**config.mk**
```make
export PLATFORM = sky130hd
export DESIGN_NAME = cct_ctrl
export DESIGN_NICKNAME = d
export VERILOG_FILES = /design/src/cct_pkg.sv /design/src/cct_ctrl.sv
export SDC_FILE = /design/constraint.sdc
export NUM_CORES = 1
export LEC_CHECK = 0
export BUFFER_PORTS_ARGS = -buffer_cell sky130_fd_sc_hd__clkbuf_2
export CAP_MARGIN = 20
export CORE_AREA = 2 2 39 41
export DETAILED_ROUTE_END_ITERATION = 16
export DIE_AREA = 0 0 41 43
export GPL_TIMING_DRIVEN = 0
export PLACE_DENSITY = 0.69
export REMOVE_ABC_BUFFERS = 1
export SYNTH_ARGS = -nofsm -noshare
export SYNTH_HDL_FRONTEND = slang
export SYNTH_SLANG_ARGS = --single-unit
```
**constraint.sdc**
```tcl
create_clock -name i_clk -period 2.14 [get_ports i_clk]
set_input_delay 0.214 -clock i_clk [delete_from_list [all_inputs] [get_ports i_clk]]
set_output_delay 0.214 -clock i_clk [all_outputs]
set_load 0.02 [all_outputs]
```
**src/cct_pkg.sv**
```systemverilog
// Shared types, constants and command codes of the coprime count table core.
// No dependencies.
`timescale 1ns / 1ps

package cct_pkg;

    // Table size
    localparam int MAX_LIMIT = 4096;
    localparam int DEPTH     = MAX_LIMIT + 1;
    localparam int AW        = $clog2(DEPTH);
    localparam int JW        = AW + 1;
    localparam int NW        = 13;
    localparam int VAL_W     = 12;
    localparam int ACC_W     = 18;
    localparam int SV_W      = 3;

    // Result status codes
    localparam logic [1:0] ST_BUILD_DONE = 2'd0;
    localparam logic [1:0] ST_READ_OK    = 2'd1;
    localparam logic [1:0] ST_READ_ERR   = 2'd2;

    // Opcodes
    localparam logic OP_BUILD = 1'b0;
    localparam logic OP_READ  = 1'b1;

    // Mobius class codes kept in the sieve memory
    localparam logic [1:0] MU_ZERO = 2'd0;
    localparam logic [1:0] MU_ODD  = 2'd1;
    localparam logic [1:0] MU_EVEN = 2'd2;

    typedef struct packed {
        logic          opcode;
        logic [NW-1:0] entry_index;
    } t_in_req;

    typedef struct packed {
        logic [VAL_W-1:0] entry_value;
        logic [1:0]       status;
    } t_out_req;

    // Controller commands
    typedef logic [3:0] t_cmd;
    localparam t_cmd CMD_NONE     = 4'd0;
    localparam t_cmd CMD_START    = 4'd1;
    localparam t_cmd CMD_INIT     = 4'd2;
    localparam t_cmd CMD_SV_OUTER = 4'd3;
    localparam t_cmd CMD_SV_CHK   = 4'd4;
    localparam t_cmd CMD_SV_RD    = 4'd5;
    localparam t_cmd CMD_SV_WR    = 4'd6;
    localparam t_cmd CMD_MU_OUTER = 4'd7;
    localparam t_cmd CMD_MU_CHK   = 4'd8;
    localparam t_cmd CMD_CNT      = 4'd9;
    localparam t_cmd CMD_AC_RD    = 4'd10;
    localparam t_cmd CMD_AC_WR    = 4'd11;
    localparam t_cmd CMD_FINISH   = 4'd12;
    localparam t_cmd CMD_RD_ISSUE = 4'd13;
    localparam t_cmd CMD_RD_DONE  = 4'd14;

    // Datapath status seen by the controller
    typedef struct packed {
        logic in_is_read;
        logic out_free;
        logic init_last;
        logic i_gt_n;
        logic marked;
        logic mu_zero;
        logic j_gt_n;
        logic t_gt_n;
        logic j_ge_n;
    } t_dp_status;

endpackage

```
**src/cct_ctrl.sv**
```systemverilog
// Controller state machine: sequences build sweeps and table reads.
// Depends on cct_pkg.
`timescale 1ns / 1ps

module cct_ctrl (
    input  logic                i_clk,
    input  logic                i_rst_n,
    input  logic                i_in_valid,
    input  cct_pkg::t_dp_status i_status,
    output logic                o_in_ready,
    output cct_pkg::t_cmd       o_cmd
);

    localparam logic [3:0] S_IDLE     = 4'd0;
    localparam logic [3:0] S_INIT     = 4'd1;
    localparam logic [3:0] S_SV_OUTER = 4'd2;
    localparam logic [3:0] S_SV_CHK   = 4'd3;
    localparam logic [3:0] S_SV_RD    = 4'd4;
    localparam logic [3:0] S_SV_WR    = 4'd5;
    localparam logic [3:0] S_MU_OUTER = 4'd6;
    localparam logic [3:0] S_MU_CHK   = 4'd7;
    localparam logic [3:0] S_CNT      = 4'd8;
    localparam logic [3:0] S_AC_RD    = 4'd9;
    localparam logic [3:0] S_AC_WR    = 4'd10;
    localparam logic [3:0] S_FINISH   = 4'd11;
    localparam logic [3:0] S_RD_DONE  = 4'd12;

    logic [3:0] r_state, n_state;
    logic       accept;

    assign o_in_ready = (r_state == S_IDLE) && i_status.out_free;
    assign accept     = o_in_ready && i_in_valid;

    // Next state and command
    always_comb begin
        n_state = r_state;
        o_cmd   = cct_pkg::CMD_NONE;
        unique case (r_state)
            S_IDLE: begin
                if (accept) begin
                    if (i_status.in_is_read) begin
                        o_cmd   = cct_pkg::CMD_RD_ISSUE;
                        n_state = S_RD_DONE;
                    end else begin
                        o_cmd   = cct_pkg::CMD_START;
                        n_state = S_INIT;
                    end
                end
            end
            S_INIT: begin
                o_cmd = cct_pkg::CMD_INIT;
                if (i_status.init_last) n_state = S_SV_OUTER;
            end
            S_SV_OUTER: begin
                o_cmd   = cct_pkg::CMD_SV_OUTER;
                n_state = i_status.i_gt_n ? S_MU_OUTER : S_SV_CHK;
            end
            S_SV_CHK: begin
                o_cmd   = cct_pkg::CMD_SV_CHK;
                n_state = i_status.marked ? S_SV_OUTER : S_SV_RD;
            end
            S_SV_RD: begin
                o_cmd   = cct_pkg::CMD_SV_RD;
                n_state = i_status.j_gt_n ? S_SV_OUTER : S_SV_WR;
            end
            S_SV_WR: begin
                o_cmd   = cct_pkg::CMD_SV_WR;
                n_state = S_SV_RD;
            end
            S_MU_OUTER: begin
                o_cmd   = cct_pkg::CMD_MU_OUTER;
                n_state = i_status.i_gt_n ? S_FINISH : S_MU_CHK;
            end
            S_MU_CHK: begin
                o_cmd   = cct_pkg::CMD_MU_CHK;
                n_state = i_status.mu_zero ? S_MU_OUTER : S_CNT;
            end
            S_CNT: begin
                o_cmd = cct_pkg::CMD_CNT;
                if (i_status.t_gt_n) n_state = S_AC_RD;
            end
            S_AC_RD: begin
                o_cmd   = cct_pkg::CMD_AC_RD;
                n_state = i_status.j_ge_n ? S_MU_OUTER : S_AC_WR;
            end
            S_AC_WR: begin
                o_cmd   = cct_pkg::CMD_AC_WR;
                n_state = S_AC_RD;
            end
            S_FINISH: begin
                o_cmd   = cct_pkg::CMD_FINISH;
                n_state = S_IDLE;
            end
            S_RD_DONE: begin
                o_cmd   = cct_pkg::CMD_RD_DONE;
                n_state = S_IDLE;
            end
            default: begin
                n_state = S_IDLE;
            end
        endcase
    end

    always_ff @(posedge i_clk) begin
        if (!i_rst_n) begin
            r_state <= S_IDLE;
        end else begin
            r_state <= n_state;
        end
    end

endmodule

```
Word-level counts from Yosys, hierarchy flattened
Cells that the tools add are included.

word-level totals
  flip-flop bits (word level) = 4
  input port bits = 12
  output and inout bits = 5
  word-level logic and storage cells = 34

operators by class
  multiplexer cells = 14
  reduce and logical (&&, ||, !) cells = 4
  equality and inequality tests = 15

operators by type and width
  kind                                                                    number
  4-bit case mux with 13 select lines                                     1
  4-bit case mux with 11 select lines                                     1
  4-bit two-way mux                                                       9
  4-bit equality test (second input constant)                             5
  4-bit by 3-bit equality test with 1-bit output (second input constant)  4
  3-bit two-way mux                                                       3
  4-bit by 2-bit equality test with 1-bit output (second input constant)  2
  2-bit inequality test (second input constant)                           3
  4-bit by 1-bit equality test with 1-bit output (second input constant)  1
  4-bit zero test                                                         1
  3-bit AND reduction                                                     1
  1-bit logical AND                                                       2

Logic depth before layout (Yosys ltp)
  depth in word-level cells = 5
  depth in mapped cells = 6
  mapped depth without buffers = 4

Least setup slack after synthesis
OpenSTA, ideal clock, no wires.

  kind = register to output
  start = register r_state[2]
  end = output o_cmd[2]
  stages on the path, launching flop included = 6
  data required time = 1.926 ns
  arrival time = 1.294 ns
  slack = 0.632 ns
  cell sequence = dfxtp_1 buf_2 buf_2 a31oi_1 a2bb2oi_1 o21ai_0

between the ends
  cells in the longest elaborated chain, start to end = 5
  elaborated cells between the ends (all ways) = 17
  classes of those cells = eq/ne: 12; mux: 2; reduce/logical: 3

RTL lines
  element                                  line                            text
  start, declared                          cct_ctrl.sv:28                  logic [3:0] r_state, n_state;
  start signal, assigned                   cct_ctrl.sv:108                 r_state <= n_state;
  4-bit zero test                          cct_ctrl.sv:31, cct_ctrl.sv:38
  1-bit logical AND                        cct_ctrl.sv:31                  assign o_in_ready = (r_state == S_IDLE) && i_status.out_free;
  1-bit logical AND                        cct_ctrl.sv:32                  assign accept = o_in_ready && i_in_valid;
  4-bit two-way mux                        cct_ctrl.sv:40                  if (accept) begin
  4-bit case mux with 13 select lines (*)  cct_ctrl.sv:38                  unique case (r_state)
  end, declared                            cct_ctrl.sv:11                  output cct_pkg::t_cmd o_cmd

Mark *: on every way between the ends. The rest lies on a longest branch, timed or not.

Worst setup path after layout
  start = register r_state[1]
  end = output o_cmd[2]

The elaborated chain is that of the path after synthesis.

==> results_dict.tcl <==
set metrics [dict create \
    worstMarginPinSlew_ns 0.634 \
    critical_path_class "flip-flop to output pin" \
    grt_pass1_vias 435 \
    detail_route.first_pass.iterations 4 \
    drt_wl_total_mm 1.17 \
    numCtsBuffers 3 \
    place.gp.congestion 0.750 \
    final_nets 98 \
    overflow 0 \
    clkTransAtPathRegs_ns 0.04 \
    top_register "r_state" \
    grt_first_pass_wirelength_mm 1.84 \
    irDropWorstVdd_mv 0.540 \
    drcViolationCount 0 \
    fin_tns_setup_ns 0 \
    cp.required_ns 1.93 \
    cts_resized 0 \
    hpwlAfterDp_um 859 \
    min_to "r_state[0]" \
    fp.dieH_um 43 \
    crit-reg2reg-capture "r_state[2]" \
    htree_levels 1 \
    relSlewSlack 0.577 \
    ant_nets 0 \
    rsz0062_at_grt "false" \
    io_pins 17 \
    ys_ff_latch 4 \
    drv_cap 0 \
    cts_tree "done" \
    ys_types 34 \
    postLayoutCoreUtil 0.426 \
    die_w_um 41 \
    clkLatencyLatePin_ns 0.23 \
    slew_viol_final 0 \
    reg_top3 "r_state: 4 flops" \
    finalClockSkew_ns 0.00424 \
    grt_usage 0.144 \
    cp-start-kind "flip-flop" \
    clockBufferDepth 2 \
    dp.cells 97 \
    p_leak_nw 0.229 \
    num_rows 14 \
    first_iter_violations 22 \
    dpl-instance-area_um2 567 \
    core_region_area_um2 1380 \
    holdBufCountCts 0 \
    hp-start "i_rst_n" \
    vias_per_cell 5.67 \
    largest_reg_flops 4 \
    cts_setup_buffers 0 \
    syn_area_per_cell_um2 7.06 \
    drive_gt1_frac 0.250 \
    r2r_cells 4 \
    initial_utilization 0.367 \
    clock_sinks 4 \
    reg2reg_slack_ns 0.49 \
    grt_max_degree 20 \
    hold_viol_final 0 \
    critPathMaxFanout 19 \
    syn2layout_area_growth_pct 16.0 \
    via_count 567 \
    rr_startpoint "r_state[1]" \
    syn_area_um2 508 \
    cts_root_buffer "clkbuf_4" \
    setup_viol 0 \
    final_area_um2 589 \
    status "complete, no violations" \
    diodes 0 \
    cellPowerDensity_nw_per_um2 1620 \
    die_area_um2 1760 \
    worstPathArrival_ns 1.71 \
    ys_seq_area_frac 0.158 \
    timing.final.crit_share 0.899 \
    antenna_found_initial 0 \
    io_buffers 16 \
    wire_per_inst_um 11.7 \
    max_freq_mhz 520 \
    hp-class "primary input to flip-flop" \
    min_period_ns 1.92 \
    worst_setup_path_end_kind "output pin" \
    synth_cells 72 \
    holdPathStages 3 \
    ys.warnings.count 0 \
    fin_cells 100 \
    fillCellCount 155 \
]
synth_stat cells, drive strengths merged:
library cell	n	area (µm²)
nor3	2	15.0
a21oi	5	25.0
a31o	1	8.76
o221a	1	11.3
nor4bb	1	10.0
a221oi	2	17.5
nor2b	5	38.8
o22a	1	8.76
o311ai	2	17.5
a22o	1	8.76
a31oi	2	12.5
nor2	4	15.0
dfxtp	4	80.1
o211ai	2	15.0
and3	1	6.26
buf	7	41.3
a222oi	1	10.0
and2	1	6.26
o22ai	1	6.26
nand2	6	22.5
and4	1	8.76
o21ai	6	30.0
inv	4	15.0
nand3	2	10.0
xnor2	2	17.5
nand4	1	6.26
o2111ai	1	8.76
nand2b	3	18.8
a2bb2oi	1	8.76
nor3b	1	7.51
power by group:
group / internal [mW] / total [mW] / leakage [nW] / switching (mW)
combinational: 0.284 / 0.613 / 0.182 / 0.329
clock: 0.0625 / 0.0899 / 0.0138 / 0.0274
sequential: 0.107 / 0.252 / 0.0326 / 0.145
total: 0.453 / 0.954 / 0.229 / 0.502
cell families after synthesis:
family | after synthesis | synth area share
flip-flops | 4 | 0.158
AO/OA/AOI/OAI | 27 | 0.372
XOR/XNOR | 2 | 0.0345
buffers and inverters | 11 | 0.111
AND/OR/NAND/NOR | 28 | 0.325
worst max path at each step:
stage / start / endpoint / slack (ns) / depth (start not counted)
after CTS: r_state[1] / o_cmd[2] / 0.23 / 5
after global placement: r_state[1] / o_cmd[2] / 0.51 / 5
after detailed placement: r_state[1] / o_cmd[2] / 0.48 / 5
after global routing: r_state[1] / o_cmd[2] / 0.10 / 5
after floorplan: r_state[1] / o_cmd[2] / 0.58 / 4
final: r_state[1] / o_cmd[2] / 0.22 / 5
cells in the final DEF, fill, tap and decap left out:
cell type	instances
o21ai_1	1
clkbuf_4	3
o21ai_0	5
a2bb2oi_1	1
and2_1	1
nor4bb_1	1
clkbuf_2	16
o22a_1	1
a22o_1	1
and3_1	1
a21oi_1	5
nor3_2	1
xnor2_1	2
nor2_1	4
a222oi_1	1
a221oi_1	2
nor2b_1	4
and4_1	1
inv_1	4
nor2b_4	1
dfxtp_1	4
o2111ai_1	1
nand4_1	1
nand2_1	6
o211ai_1	2
o221a_1	1
o22ai_1	1
a31oi_1	2
nand3_1	2
nand2b_1	3
o311ai_1	2
nor3b_1	1
a31o_1	1
nor3_1	1
per-layer routing:
| layer | up-vias | track usage | share of wire |
|---|---|---|---|
| met5 | - | 0 | 0 |
| met4 | 0 | 0.0200 | 0 |
| met3 | 0 | 0.0314 | 0.051 |
| met2 | 13 | 0.197 | 0.46 |
| met1 | 259 | 0.229 | 0.49 |
| li1 | 295 | - | - |
area by class of cell:
cell class                 instances  area (µm²)  area share
clock buffer                       3        22.5      0.0382
tap                               16        20.0      0.0340
timing repair buffer              16        80.1       0.136
inverter                           4        15.0      0.0255
multi-input combinational         57         372       0.631
sequential                         4        80.1       0.136
stage by stage:
step / power (mW) / worst slack (ns) / hold WS (ns)
floorplan: 0.683 / 0.584 / 0.355
global placement: 0.854 / 0.506 / 0.492
detailed placement: 0.864 / 0.477 / 0.501
CTS: 0.958 / 0.233 / 0.247
global route: 1.05 / 0.101 / 0.267
finish: 0.954 / 0.217 / 0.255
critical path, cell delays in order, from the launching register on:
cell and delay [ns]:
dfxtp_1 0.72, nor2b_1 0.14, a31oi_1 0.20, a2bb2oi_1 0.15
o21ai_0 0.09, clkbuf_2 0.18
No activity file was read; power rests on OpenSTA's default activity.
